--- src/sv/temporal_constraint_monitor_macros.svh ---
// ---------------------------------------------------------------------------
// Assertion macros for the temporal constraint monitor
// Checks compile away when ASSERT_OFF is set.
// ---------------------------------------------------------------------------
`ifndef TEMPORAL_CONSTRAINT_MONITOR_MACROS_SVH
`define TEMPORAL_CONSTRAINT_MONITOR_MACROS_SVH

`ifndef ASSERT_OFF
// prop must hold at every clock edge outside reset
`define TCM_ASSERT(lbl, clk, rst_n, prop, msg) \
    lbl: assert property (@(posedge clk) disable iff (!rst_n) prop) else $error(msg);
// expr must never be true outside reset
`define TCM_NEVER(lbl, clk, rst_n, expr, msg) \
    lbl: assert property (@(posedge clk) disable iff (!rst_n) !(expr)) else $error(msg);
`else
`define TCM_ASSERT(lbl, clk, rst_n, prop, msg)
`define TCM_NEVER(lbl, clk, rst_n, expr, msg)
`endif

`endif

--- src/sv/tcm_pkg.sv ---
// ---------------------------------------------------------------------------
// tcm_pkg
// Types, constants and decode helpers shared by the monitor's modules.
// ---------------------------------------------------------------------------
package tcm_pkg;

    localparam int MAX_CONSTRAINTS = 8;
    localparam int NODE_COUNT      = 8;
    localparam int SET_COUNT       = 8;

    localparam int FIELD_W     = 3;
    localparam int STATE_W     = 64;
    localparam int STATE_IDX_W = $clog2(STATE_W);
    localparam int COUNT_W     = $clog2(MAX_CONSTRAINTS + 1);
    localparam int SLOT_W      = (MAX_CONSTRAINTS > 1) ? $clog2(MAX_CONSTRAINTS) : 1;
    localparam int SET_COUNT_W = $clog2(SET_COUNT + 1);
    localparam int IDX_W       = FIELD_W + SET_COUNT_W + 1;

    localparam int S_TDATA_W = 80;
    localparam int M_TDATA_W = 8;

    // Constraint codes
    localparam logic [FIELD_W-1:0] LALLTRUE  = 3'd0;
    localparam logic [FIELD_W-1:0] LALLFALSE = 3'd1;
    localparam logic [FIELD_W-1:0] PALLTRUE  = 3'd2;
    localparam logic [FIELD_W-1:0] PALLFALSE = 3'd3;
    localparam logic [FIELD_W-1:0] UALLTRUE  = 3'd4;
    localparam logic [FIELD_W-1:0] UALLFALSE = 3'd5;

    typedef enum logic [1:0] {
        OP_CLEAR = 2'd0,
        OP_ADD   = 2'd1,
        OP_EVAL  = 2'd2,
        OP_NONE  = 2'd3
    } op_t;

    typedef enum logic [1:0] {
        KIND_END        = 2'd0,
        KIND_ALWAYS     = 2'd1,
        KIND_EVENTUALLY = 2'd2
    } kind_t;

    typedef struct packed {
        logic load;   // input beat taken this cycle
        logic visit;  // check the slot under the walk pointer
    } cmd_t;

    typedef struct packed {
        logic eval_start; // incoming beat is an evaluate with a state present
        logic walk_end;   // walk pointer has passed the last stored slot
        logic slot_fail;  // current slot fails
    } status_t;

    function automatic kind_t code_kind(input logic [FIELD_W-1:0] code);
        kind_t k;
        k = KIND_END;
        if (code == PALLTRUE || code == PALLFALSE)
        begin
            k = KIND_ALWAYS;
        end
        else if (code == UALLTRUE || code == UALLFALSE)
        begin
            k = KIND_EVENTUALLY;
        end
        return k;
    endfunction

endpackage

--- src/sv/temporal_constraint_monitor.sv ---
// ---------------------------------------------------------------------------
// temporal_constraint_monitor
// Table of up to eight always / eventually / at-end constraints checked
// against a state bit vector, one stored constraint per cycle.
// ---------------------------------------------------------------------------
//  channel  | dir | tuser         | tdata
//  s_axis   | in  | operation     | node, set, code, state bits, final, present
//  m_axis   | out | -             | verdict, accepted, has_box, has_diamond, count
//
//  Clear, add, the unused operation and an absent-state evaluate: accept, then
//  offer the result beat on the next cycle. Evaluate then walks the stored
//  constraints one per cycle, stopping at the first failure or past the last.
//  Input is taken again the cycle after the result beat.
//  The block takes one beat at a time; a result held by m_tready stalls input.
//  rst_n clears the count, sticky flags and win flag; table entries are not reset.
// ---------------------------------------------------------------------------
module temporal_constraint_monitor (
    input  logic                            clk,
    input  logic                            rst_n,
    input  logic                            s_tvalid,
    output logic                            s_tready,
    // [2:0] node_index, [5:3] set_index, [8:6] constraint_code,
    // [72:9] state_bits, [73] final_state, [74] state_present
    input  logic [tcm_pkg::S_TDATA_W-1:0]   s_tdata,
    // [1:0] operation
    input  logic [1:0]                      s_tuser,
    output logic                            m_tvalid,
    input  logic                            m_tready,
    // [0] verdict, [1] accepted, [2] has_box, [3] has_diamond, [7:4] constraint_count
    output logic [tcm_pkg::M_TDATA_W-1:0]   m_tdata
);

    tcm_pkg::cmd_t    cmd;
    tcm_pkg::status_t status;

    logic       verdict;
    logic       accepted;
    logic       has_box;
    logic       has_diamond;
    logic [3:0] constraint_count;

    tcm_ctrl u_ctrl (
        .clk      (clk),
        .rst_n    (rst_n),
        .s_tvalid (s_tvalid),
        .m_tready (m_tready),
        .status   (status),
        .s_tready (s_tready),
        .m_tvalid (m_tvalid),
        .cmd      (cmd)
    );

    tcm_dp u_dp (
        .clk              (clk),
        .rst_n            (rst_n),
        .cmd              (cmd),
        .operation        (s_tuser),
        .node_index       (s_tdata[2:0]),
        .set_index        (s_tdata[5:3]),
        .constraint_code  (s_tdata[8:6]),
        .state_bits       (s_tdata[72:9]),
        .final_state      (s_tdata[73]),
        .state_present    (s_tdata[74]),
        .status           (status),
        .verdict          (verdict),
        .accepted         (accepted),
        .has_box          (has_box),
        .has_diamond      (has_diamond),
        .constraint_count (constraint_count)
    );

    assign m_tdata = {constraint_count, has_diamond, has_box, accepted, verdict};

endmodule

--- src/sv/tcm_ctrl.sv ---
// ---------------------------------------------------------------------------
// tcm_ctrl
// Sequencer: takes a beat, walks the table for an evaluate with a state present, offers the result.
// ---------------------------------------------------------------------------
`include "temporal_constraint_monitor_macros.svh"

module tcm_ctrl (
    input  logic             clk,
    input  logic             rst_n,
    input  logic             s_tvalid,
    input  logic             m_tready,
    input  tcm_pkg::status_t status,
    output logic             s_tready,
    output logic             m_tvalid,
    output tcm_pkg::cmd_t    cmd
);

    typedef enum logic [2:0] {
        ST_IDLE = 3'b001,
        ST_WALK = 3'b010,
        ST_RESP = 3'b100
    } state_t;

    state_t state_reg;
    state_t state_next;

    always_ff @(posedge clk or negedge rst_n)
    begin
        if (!rst_n)
        begin
            state_reg <= ST_IDLE;
        end
        else
        begin
            state_reg <= state_next;
        end
    end

    always_comb
    begin
        state_next = state_reg;
        s_tready   = 1'b0;
        m_tvalid   = 1'b0;
        cmd        = '0;
        unique case (state_reg)
            ST_IDLE:
            begin
                s_tready = 1'b1;
                if (s_tvalid)
                begin
                    cmd.load   = 1'b1;
                    state_next = status.eval_start ? ST_WALK : ST_RESP;
                end
            end
            ST_WALK:
            begin
                cmd.visit = 1'b1;
                if (status.walk_end || status.slot_fail)
                begin
                    state_next = ST_RESP;
                end
            end
            ST_RESP:
            begin
                m_tvalid = 1'b1;
                if (m_tready)
                begin
                    state_next = ST_IDLE;
                end
            end
            default:
            begin
                state_next = ST_IDLE;
            end
        endcase
    end

    `TCM_NEVER(a_ready_with_result, clk, rst_n, s_tready && m_tvalid, "input taken while result pending")
    `TCM_ASSERT(a_walk_leads_to_result, clk, rst_n, (cmd.visit && (status.walk_end || status.slot_fail)) |=> m_tvalid, "walk finished without result")
    `TCM_NEVER(a_state_one_hot, clk, rst_n, !$onehot(state_reg), "controller state not one-hot")

endmodule

--- src/sv/tcm_dp.sv ---
// ---------------------------------------------------------------------------
// tcm_dp
// Constraint table, sticky flags, walk pointer and result registers.
// ---------------------------------------------------------------------------
`include "temporal_constraint_monitor_macros.svh"

module tcm_dp (
    input  logic                            clk,
    input  logic                            rst_n,
    input  tcm_pkg::cmd_t                   cmd,
    input  logic [1:0]                      operation,
    input  logic [tcm_pkg::FIELD_W-1:0]     node_index,
    input  logic [tcm_pkg::FIELD_W-1:0]     set_index,
    input  logic [tcm_pkg::FIELD_W-1:0]     constraint_code,
    input  logic [tcm_pkg::STATE_W-1:0]     state_bits,
    input  logic                            final_state,
    input  logic                            state_present,
    output tcm_pkg::status_t                status,
    output logic                            verdict,
    output logic                            accepted,
    output logic                            has_box,
    output logic                            has_diamond,
    output logic [3:0]                      constraint_count
);

    localparam int MAXC = tcm_pkg::MAX_CONSTRAINTS;

    // Table entries: written on add, no reset
    logic [tcm_pkg::FIELD_W-1:0] node_mem   [MAXC];
    logic [tcm_pkg::FIELD_W-1:0] set_mem    [MAXC];
    logic                        wanted_mem [MAXC];
    tcm_pkg::kind_t              kind_mem   [MAXC];

    logic [tcm_pkg::STATE_W-1:0] bits_reg;
    logic                        final_reg;

    logic [tcm_pkg::COUNT_W-1:0] count_reg,    count_next;
    logic [tcm_pkg::COUNT_W-1:0] ptr_reg,      ptr_next;
    logic [MAXC-1:0]             seen_reg,     seen_next;
    logic                        win_reg,      win_next;
    logic                        box_reg,      box_next;
    logic                        dia_reg,      dia_next;
    logic                        verdict_reg,  verdict_next;
    logic                        accepted_reg, accepted_next;

    tcm_pkg::op_t                op;
    tcm_pkg::kind_t              new_kind;
    logic                        add_ok;
    logic [tcm_pkg::SLOT_W-1:0]  wr_slot;
    logic [tcm_pkg::SLOT_W-1:0]  rd_slot;
    logic [tcm_pkg::IDX_W-1:0]   bit_idx;
    logic                        bit_val;
    logic                        match;
    logic                        slot_fail;
    logic                        walk_end;

    assign op       = tcm_pkg::op_t'(operation);
    assign new_kind = tcm_pkg::code_kind(constraint_code);
    assign wr_slot  = count_reg[tcm_pkg::SLOT_W-1:0];
    assign rd_slot  = ptr_reg[tcm_pkg::SLOT_W-1:0];

    assign add_ok = (int'(count_reg) < MAXC)
                 && (constraint_code <= tcm_pkg::UALLFALSE)
                 && (int'(node_index) < tcm_pkg::NODE_COUNT)
                 && (int'(set_index) < tcm_pkg::SET_COUNT);

    // Bit position of the watched node and set in the latched state vector
    assign bit_idx = tcm_pkg::IDX_W'(node_mem[rd_slot])
                   * tcm_pkg::IDX_W'(tcm_pkg::SET_COUNT)
                   + tcm_pkg::IDX_W'(set_mem[rd_slot]);
    assign bit_val = (bit_idx < tcm_pkg::IDX_W'(tcm_pkg::STATE_W))
                   ? bits_reg[bit_idx[tcm_pkg::STATE_IDX_W-1:0]] : 1'b0;
    assign match   = (bit_val == wanted_mem[rd_slot]);

    always_comb
    begin
        unique case (kind_mem[rd_slot])
            tcm_pkg::KIND_ALWAYS:     slot_fail = !match;
            tcm_pkg::KIND_EVENTUALLY: slot_fail = final_reg && !(seen_reg[rd_slot] || match);
            default:                  slot_fail = final_reg && !match;
        endcase
    end

    assign walk_end = (ptr_reg == count_reg);

    assign status.eval_start = (op == tcm_pkg::OP_EVAL) && state_present;
    assign status.walk_end   = walk_end;
    assign status.slot_fail  = slot_fail;

    always_comb
    begin
        count_next    = count_reg;
        ptr_next      = ptr_reg;
        seen_next     = seen_reg;
        win_next      = win_reg;
        box_next      = box_reg;
        dia_next      = dia_reg;
        verdict_next  = verdict_reg;
        accepted_next = accepted_reg;
        if (cmd.load)
        begin
            ptr_next      = '0;
            accepted_next = 1'b0;
            unique case (op)
                tcm_pkg::OP_CLEAR:
                begin
                    count_next   = '0;
                    seen_next    = '0;
                    win_next     = 1'b0;
                    box_next     = 1'b0;
                    dia_next     = 1'b0;
                    verdict_next = 1'b0;
                end
                tcm_pkg::OP_ADD:
                begin
                    verdict_next = win_reg;
                    if (add_ok)
                    begin
                        accepted_next      = 1'b1;
                        count_next         = count_reg + 1'b1;
                        seen_next[wr_slot] = 1'b0;
                        if (new_kind == tcm_pkg::KIND_ALWAYS)
                        begin
                            box_next = 1'b1;
                        end
                        if (new_kind == tcm_pkg::KIND_EVENTUALLY)
                        begin
                            dia_next = 1'b1;
                        end
                    end
                end
                tcm_pkg::OP_EVAL:
                begin
                    // absent state passes; a walk overwrites this
                    verdict_next = 1'b1;
                end
                default:
                begin
                    verdict_next = win_reg;
                end
            endcase
        end
        else if (cmd.visit)
        begin
            priority if (walk_end)
            begin
                win_next     = 1'b1;
                verdict_next = 1'b1;
            end
            else if (slot_fail)
            begin
                win_next     = 1'b0;
                verdict_next = 1'b0;
            end
            else
            begin
                ptr_next = ptr_reg + 1'b1;
                if (kind_mem[rd_slot] == tcm_pkg::KIND_EVENTUALLY)
                begin
                    // clear at the end of a play, otherwise latch a match
                    if (final_reg)
                    begin
                        seen_next[rd_slot] = 1'b0;
                    end
                    else if (match)
                    begin
                        seen_next[rd_slot] = 1'b1;
                    end
                end
            end
        end
    end

    always_ff @(posedge clk or negedge rst_n)
    begin
        if (!rst_n)
        begin
            count_reg    <= '0;
            ptr_reg      <= '0;
            seen_reg     <= '0;
            win_reg      <= 1'b0;
            box_reg      <= 1'b0;
            dia_reg      <= 1'b0;
            verdict_reg  <= 1'b0;
            accepted_reg <= 1'b0;
        end
        else
        begin
            count_reg    <= count_next;
            ptr_reg      <= ptr_next;
            seen_reg     <= seen_next;
            win_reg      <= win_next;
            box_reg      <= box_next;
            dia_reg      <= dia_next;
            verdict_reg  <= verdict_next;
            accepted_reg <= accepted_next;
        end
    end

    always_ff @(posedge clk)
    begin
        if (cmd.load)
        begin
            bits_reg  <= state_bits;
            final_reg <= final_state;
        end
        if (cmd.load && (op == tcm_pkg::OP_ADD) && add_ok)
        begin
            node_mem[wr_slot]   <= node_index;
            set_mem[wr_slot]    <= set_index;
            wanted_mem[wr_slot] <= ~constraint_code[0];
            kind_mem[wr_slot]   <= new_kind;
        end
    end

    assign verdict          = verdict_reg;
    assign accepted         = accepted_reg;
    assign has_box          = box_reg;
    assign has_diamond      = dia_reg;
    assign constraint_count = 4'(count_reg);

    `TCM_NEVER(a_count_in_range, clk, rst_n, int'(count_reg) > MAXC, "constraint count beyond table")
    `TCM_NEVER(a_ptr_within_count, clk, rst_n, cmd.visit && (ptr_reg > count_reg), "walk pointer past table")
    `TCM_ASSERT(a_fail_clears_win, clk, rst_n, (cmd.visit && !walk_end && slot_fail) |=> (!win_reg && !verdict_reg), "failed walk left win set")

endmodule
--- config.mk ---
export PLATFORM = sky130hd
export DESIGN_NAME = temporal_constraint_monitor
export DESIGN_NICKNAME = d
export VERILOG_FILES = /design/src/sv/tcm_pkg.sv /design/src/sv/temporal_constraint_monitor.sv /design/src/sv/tcm_ctrl.sv /design/src/sv/tcm_dp.sv
export VERILOG_INCLUDE_DIRS = /design/src /design/src/sv
export SDC_FILE = /design/constraint.sdc
export NUM_CORES = 1
export LEC_CHECK = 0
export ABC_AREA = 1
export BUFFER_PORTS_ARGS = -buffer_cell sky130_fd_sc_hd__clkbuf_2
export CAP_MARGIN = 20
export CORE_AREA = 10 10 152 154
export CTS_BUF_LIST = sky130_fd_sc_hd__clkbuf_8 sky130_fd_sc_hd__clkbuf_16
export CTS_CLUSTER_DIAMETER = 40
export CTS_CLUSTER_SIZE = 16
export DETAILED_ROUTE_END_ITERATION = 10
export DIE_AREA = 0 0 162 164
export PLACE_DENSITY = 0.52
export SYNTH_ARGS = -nofsm -noshare
export SYNTH_HDL_FRONTEND = slang
export SYNTH_SLANG_ARGS = --single-unit
--- constraint.sdc ---
create_clock -name clk -period 10.05 [get_ports clk]
set_input_delay 0 -clock clk [delete_from_list [all_inputs] [get_ports clk]]
set_output_delay 0 -clock clk [all_outputs]
set_load 0.02 [all_outputs]
### Word level (Yosys, flattened, before mapping)

Memory sizes are Yosys's and may differ from the RTL's.
Cells that the tools add are included.

| word-level totals | value |
|---|---|
| register bits after elaboration | 89 |
| bits in writable memories | 72 |
| bits of input ports | 86 |
| memories kept | 4 |

| operators by class | value |
|---|---|
| add/subtract/negate cells | 3 |
| $lt $le $gt $ge | 8 |
| equal/unequal tests | 26 |
| muxes and demuxes | 54 |
| bitwise logic cells | 6 |
| reductions and logical operators | 28 |

Memories:

| name | depth | bits a word | read ports | clocked after memory_dff | wr ports | line | source |
|---|---|---|---|---|---|---|---|
| u_dp.node_mem | 8 | 3 | 1 | 0 | 1 | tcm_dp.sv:29 | `logic [tcm_pkg::FIELD_W-1:0] node_mem [MAXC];` |
| u_dp.set_mem | 8 | 3 | 1 | 0 | 1 | tcm_dp.sv:30 | `logic [tcm_pkg::FIELD_W-1:0] set_mem [MAXC];` |
| u_dp.kind_mem | 8 | 2 | 1 | 0 | 1 | tcm_dp.sv:32 | `tcm_pkg::kind_t kind_mem [MAXC];` |
| u_dp.wanted_mem | 8 | 1 | 1 | 0 | 1 | tcm_dp.sv:31 | `logic wanted_mem [MAXC];` |

Operators with widths:

| operator | number |
|---|---|
| 8-bit 2-to-1 mux | 8 |
| 1-bit 2-to-1 mux | 24 |
| 4-bit 2-to-1 mux | 5 |
| 8-bit AND | 2 |
| 8-bit inverter | 2 |
| 8-bit one-hot mux with 2 select lines | 1 |
| 3-bit 2-to-1 mux | 4 |
| 2-bit by 1-bit inequality test with 1-bit output, second input constant | 6 |
| 3-bit AND reduction | 4 |
| 3-bit by 2-bit equality test with 1-bit output, second input constant | 3 |
| 3-bit equality test, second input constant | 3 |
| 3-bit one-hot mux with 3 select lines | 1 |
| 4-bit by 1-bit adder with 4-bit output, second input constant | 2 |
| 1-bit logical AND | 8 |
| 3-bit by 4-bit less-than comparator with 1-bit output, second input constant | 2 |
| 8-bit by 7-bit less-than comparator with 1-bit output, second input constant | 1 |
| 8-bit OR | 1 |
| 1-bit one-hot mux with 2 select lines | 4 |
| 4-bit one-hot mux with 2 select lines | 1 |
| 4-bit AND reduction | 2 |
| 6-bit by 3-bit adder with 7-bit output | 1 |
| 6-bit by 7-bit less-than comparator with 1-bit output, second input constant | 1 |
| 7-bit AND reduction | 1 |
| 1-bit binary-select mux with 6-bit select | 1 |
| other kinds (20) | 37 |

### Longest topological paths before layout

An unclocked memory read counts as a cell.

| logic depth | value |
|---|---|
| depth after elaboration | 14 |
| mapped depth | 21 |
| gate-level depth less buffers | 20 |

### Cells and area by module

A second synthesis with hierarchy kept.

| second synthesis, totals | value |
|---|---|
| cells, all modules | 655 |
| area total of the unflattened synthesis | 7,178.1 sq um |

Modules (own cells, without submodules):

| module | instances | cells each | area an instance (sq um) |
|---|---|---|---|
| tcm_dp | 1 | 620 | 6,942.9 |
| tcm_ctrl | 1 | 31 | 205.2 |
| temporal_constraint_monitor | 1 | 4 | 30.0 |

### Worst setup path before layout

Ideal clock, no wire load.

| timing | value |
|---|---|
| kind | flip-flop to flip-flop |
| from | register u_ctrl.state_reg[0] |
| to | memory u_dp.kind_mem[0][0] (netlist name), enable pin |
| library setup time | 376 ps |
| data arrival time | 4,632 ps |
| slack | 5,043 ps |
| cell stages (with the launch flop) | 8 |
| path buffers | 1 |
| clock period less this slack | 5,007 ps |
| path through | dfstp_2 -> inv_1 -> nor3_2 -> inv_1 -> nor2_1 -> clkbuf_1 -> nand3_1 -> nor2_1 |

RTL lines:

| item | line | source |
|---|---|---|
| from (decl) | tcm_ctrl.sv:24 | `state_t state_reg;` |
| from (signal assigned) | tcm_ctrl.sv:35 | `state_reg <= state_next;` |
| to (decl) | tcm_dp.sv:32 |  |

### Worst setup path after layout

| timing | value |
|---|---|
| from | register u_dp.ptr_reg[0] (netlist name) |
| to | register u_ctrl.state_reg[0] |

| on the way | value |
|---|---|
| longest elaborated chain between the ends | 13 |
| elaborated cells on any way between the ends | 24 |
| classes of those cells | 1 x add/sub; 1 x order compare; 5 x eq/ne; 6 x mux; 7 x reduce/logical; 4 x memory |

RTL lines:

| item | line | source |
|---|---|---|
| from (decl) | tcm_dp.sv:38 | `logic [tcm_pkg::COUNT_W-1:0] ptr_reg, ptr_next;` |
| from (signal assigned) | tcm_dp.sv:190 | `ptr_reg <= ptr_next;` |
| memory read 8 x 3 bit, on equally long branches | -- |  |
| 6-bit by 3-bit adder with 7-bit output | tcm_dp.sv:70 | `+ tcm_pkg::IDX_W'(set_mem[rd_slot]);` |
| 1-bit binary-select mux with 6-bit select | tcm_dp.sv:72 | `? bits_reg[bit_idx[tcm_pkg::STATE_IDX_W-1:0]] : 1'b0;` |
| 1-bit 2-to-1 mux (implied by the code) | tcm_dp.sv:72 |  |
| 1-bit 2-to-1 mux | tcm_dp.sv:72 |  |
| 1-bit equality test | tcm_dp.sv:73 | `assign match = (bit_val == wanted_mem[rd_slot]);` |
| 1-bit logical OR | tcm_dp.sv:79 | `tcm_pkg::KIND_EVENTUALLY: slot_fail = final_reg && !(seen_reg[rd_slot] \|\| match);` |
| 1-bit logical NOT | tcm_dp.sv:79 |  |
| 1-bit logical AND | tcm_dp.sv:79 |  |
| 1-bit one-hot mux with 2 select lines | tcm_dp.sv:77 | `unique case (kind_mem[rd_slot])` |
| 1-bit logical OR * | tcm_ctrl.sv:58 | `if (status.walk_end \|\| status.slot_fail)` |
| 2-bit by 1-bit inequality test with 1-bit output (no source line) * | -- |  |
| 3-bit AND reduction (no source line) * | -- |  |

Mark *: on every way between the ends. The rest lies on a longest branch, timed or not. The select of a mux whose other input is x is not followed.
A chain may end at the register's enable or synchronous reset.

==> impl_metrics.py <==
metrics = {
    "pwr": {
        "power_leakage_uw": 0.003738,
        "power.density_mw_per_mm2": 203.0,
        "vdd_drop_max_uv": 85.16,
    },
    "timing": {
        "hold_viol": 0,
        "slew_headroom_pct": 27.11,
        "period_share_pct": 40.17,
        "fin_setup_tns_ns": 0,
        "worstMarginPinSlew_ns": 1.089,
        "slew_violations": 0,
        "fmax_mhz": 247.7,
        "fin_crit_ns": 4.037,
        "setup_viol": 0,
        "fin_skew_ns": 0.01738,
        "whs_ns": 0.03275,
        "rsz0062_at_grt": "no",
    },
    "placement": {
        "place_inst": 979,
        "io_buffers": 90,
        "gp_congestion": 0.8021,
        "detailed_place_hpwl_um": 12400,
    },
    "logic_synthesis": {
        "synth_ff_type": "edfxtp_1",
        "synth_nets": 729,
        "async_flop_share_pct": 14.91,
        "synth_common_cells": "nand2_1 (167), edfxtp_1 (137), nand3_1 (89), inv_1 (50), nor2_1 (35)",
        "synth_seq_cells": 161,
        "synthTopCellsByArea": "edfxtp_1 (58%), nand2_1 (8.8%), dfrtp_1 (8.1%)",
        "synth_top_family_by_area": "simple AND/OR/NAND/NOR gates",
        "yosysSeqAreaShare_pct": 66.44,
        "syn-cell-area_mm2": 0.007098,
        "synth_compound_area_share_pct": 5.200,
        "ys_warn_count": 0,
        "yosys.area.top_type": "edfxtp_1",
        "synth_cells": 641,
        "yosys.cell_count.top_type": "nand2_1",
        "synth_xor_area_share_pct": 0.7403,
        "synth_top_area_share_pct": 57.96,
        "syn_area_per_cell_um2": 11.07,
        "synth_mux_area_share_pct": 0,
        "ys_types": 39,
        "synthAdderAreaFrac_pct": 0.3525,
        "synth_edf_count": 137,
        "yosys.area_share.simple_pct": 21.54,
    },
    "final_layout": {
        "area_growth_syn_to_layout_pct": 28.03,
        "layout.nets": 897,
        "layoutNonFillerInstCount": 1092,
        "multi_input_area_mm2": 0.001983,
        "nFillCells": 1902,
        "layout-drive-gt1-share_pct": 18.86,
        "num_antenna_cells": 0,
        "largest_register_ffs": 64,
        "final_util_pct": 45.35,
        "regArea_mm2": 0.004716,
    },
    "detailed_routing": {
        "ant_nets": 0,
        "drtIter0Drc": 500,
        "via_per_inst": 4.945,
        "vias": 5400,
        "drcViolationCount": 0,
        "wl_um": 19080,
        "wl_per_cell_um": 17.47,
        "dr.pass1.iters": 8,
    },
    "setup_path": {
        "path_cells": "inv_2 -> nand2_1 -> nand2_1 -> nand2_1 -> nand2_1 -> nand2_1 -> nand2_2 -> inv_2 -> nand3_1 -> nand3_1 -> nand3_1 -> nand3_1 -> nand3_2 -> nand3_2 -> nand3_2 -> nand2_2 -> nand4_1 -> nand2_1 -> dlygate4sd3_1",
        "path_class": "reg -> reg",
        "crit_top_cell": "nand2_1",
        "r2r-start": "u_dp.ptr_reg[0]$_DFFE_PN0P_",
        "cp_top_family": "simple AND/OR/NAND/NOR gates",
        "crit_start": "u_dp.ptr_reg[0]$_DFFE_PN0P_",
        "worstPathMaxFanout": 21,
        "slowest_delay_ns": 0.88,
        "cp_data_arrival_time_ns": 4.40,
        "crit_required_ns": 10.41,
        "cp-end-kind": "flip-flop",
        "cp_num_buf_inv": 3,
        "cp_slowest_cell": "dfrtp_1",
        "start_kind": "flip-flop",
    },
    "floorplan": {
        "dieArea_mm2": 0.02657,
        "num_rows": 52,
        "die_w_um": 162,
        "io-pin-count": 96,
        "initial_core_util_pct": 35.42,
        "core_mm2": 0.02004,
        "die_height_um": 164,
    },
    "min_path": {
        "min_from": "s_tdata[8]",
        "hp-class": "in -> reg",
    },
    "cts": {
        "cts-resized-gates": 0,
        "cts_root_buf": "clkbuf_16",
        "cts.sinks": 161,
        "clk_path_buf_depth": 2,
        "cts.hold.buffers_added": 80,
        "path_clk_slew_ns": 0.06,
        "clk_latency_ns": 0.43,
        "cts_tree": "yes",
        "h-tree-depth": 4,
        "postCtsSetupBuffers": 0,
        "cts_buffers": 17,
    },
    "global_route": {
        "antenna_found_initial": 0,
        "overflow": 0,
        "grt_usage_pct": 14.36,
        "grt_pass1_wl_um": 29760,
        "grt_max_degree": 79,
        "grt_pass1_vias": 5408,
    },
    "run": {
        "max_cap_viol_count": 0,
    },
    "outcome": {
        "status": "completed",
    },
}
[layout make-up]
class / instances / share of cell area (%)
Sequential cell: 161 / 51.89
Multi-Input combinational cell: 396 / 21.82
Timing Repair Buffer: 173 / 14.06
Clock buffer: 17 / 4.681
Tap cell: 270 / 3.717
Inverter: 60 / 2.506
Clock inverter: 15 / 1.322
[power by group]
| group | internal [µW] | switching, µW | total, µW |
|---|---|---|---|
| combinational | 124 | 244 | 368 |
| sequential | 832 | 47.1 | 879 |
| clock | 338 | 260 | 597 |
| total | 1290 | 551 | 1840 |
[final timing paths]
kind,end,slack (ns),depth (start not counted)
worst max-delay path,u_ctrl.state_reg[0]$_DFFE_PN1P_,6.01,19
worst min-delay path,u_dp.kind_mem[2][0]$_DFFE_PP_,0.03,2
worst max register to register,u_ctrl.state_reg[0]$_DFFE_PN1P_,6.01,19
worst min register to register,u_dp.accepted$_DFFE_PN0P_,0.49,2
max in group asynchronous,async pin,9.47,2
min in group asynchronous,u_dp.win_reg$_DFFE_PN0P_,0.14,2
[layer usage]
layer / track usage [%] / share of wire [%] / up-vias
li1: - / - / 2575
met1: 18.14 / 44 / 2634
met2: 23.59 / 49 / 171
met3: 3.980 / 6.4 / 20
met4: 4.260 / 1.3 / 0
met5: 0 / 0 / -
[placed cells by master, fill, tap and decap left out, types with 5 or more instances in the layout]
master	count
nand3_1	89
edfxtp_1	137
inv_1	52
dfrtp_1	23
nor2_1	34
clkbuf_16	17
inv_2	9
nand4_1	12
o21ai_1	5
nand2_1	167
dlygate4sd3_1	80
o32ai_1	8
nor3_1	6
xor2_1	5
a221oi_1	5
clkbuf_2	90
o22ai_1	13
a21oi_1	10
o21ai_0	6
nand2_2	7
[metrics by stage]
stage,area [µm²],setup slack (ns),total power (µW)
final,9087,6.013,1845
after global routing,9087,5.696,1939
after CTS,9080,5.994,1859
after detailed placement,7734,6.301,1232
after global placement,7722,6.329,1219
after floorplan,7098,5.043,1138
[logic make-up (layout without fill, tap and decap cells)]
| group | after synthesis | in the layout |
|---|---|---|
| flip-flops | 161 | 161 |
| AND/OR/NAND/NOR | 333 | 333 |
| buffers and inverters | 84 | 265 |
| AO/OA/AOI/OAI | 55 | 55 |
| adder cells (fa/ha/maj) | 2 | 2 |
| XOR/XNOR | 6 | 6 |
No activity file was read; power rests on OpenSTA's default activity.
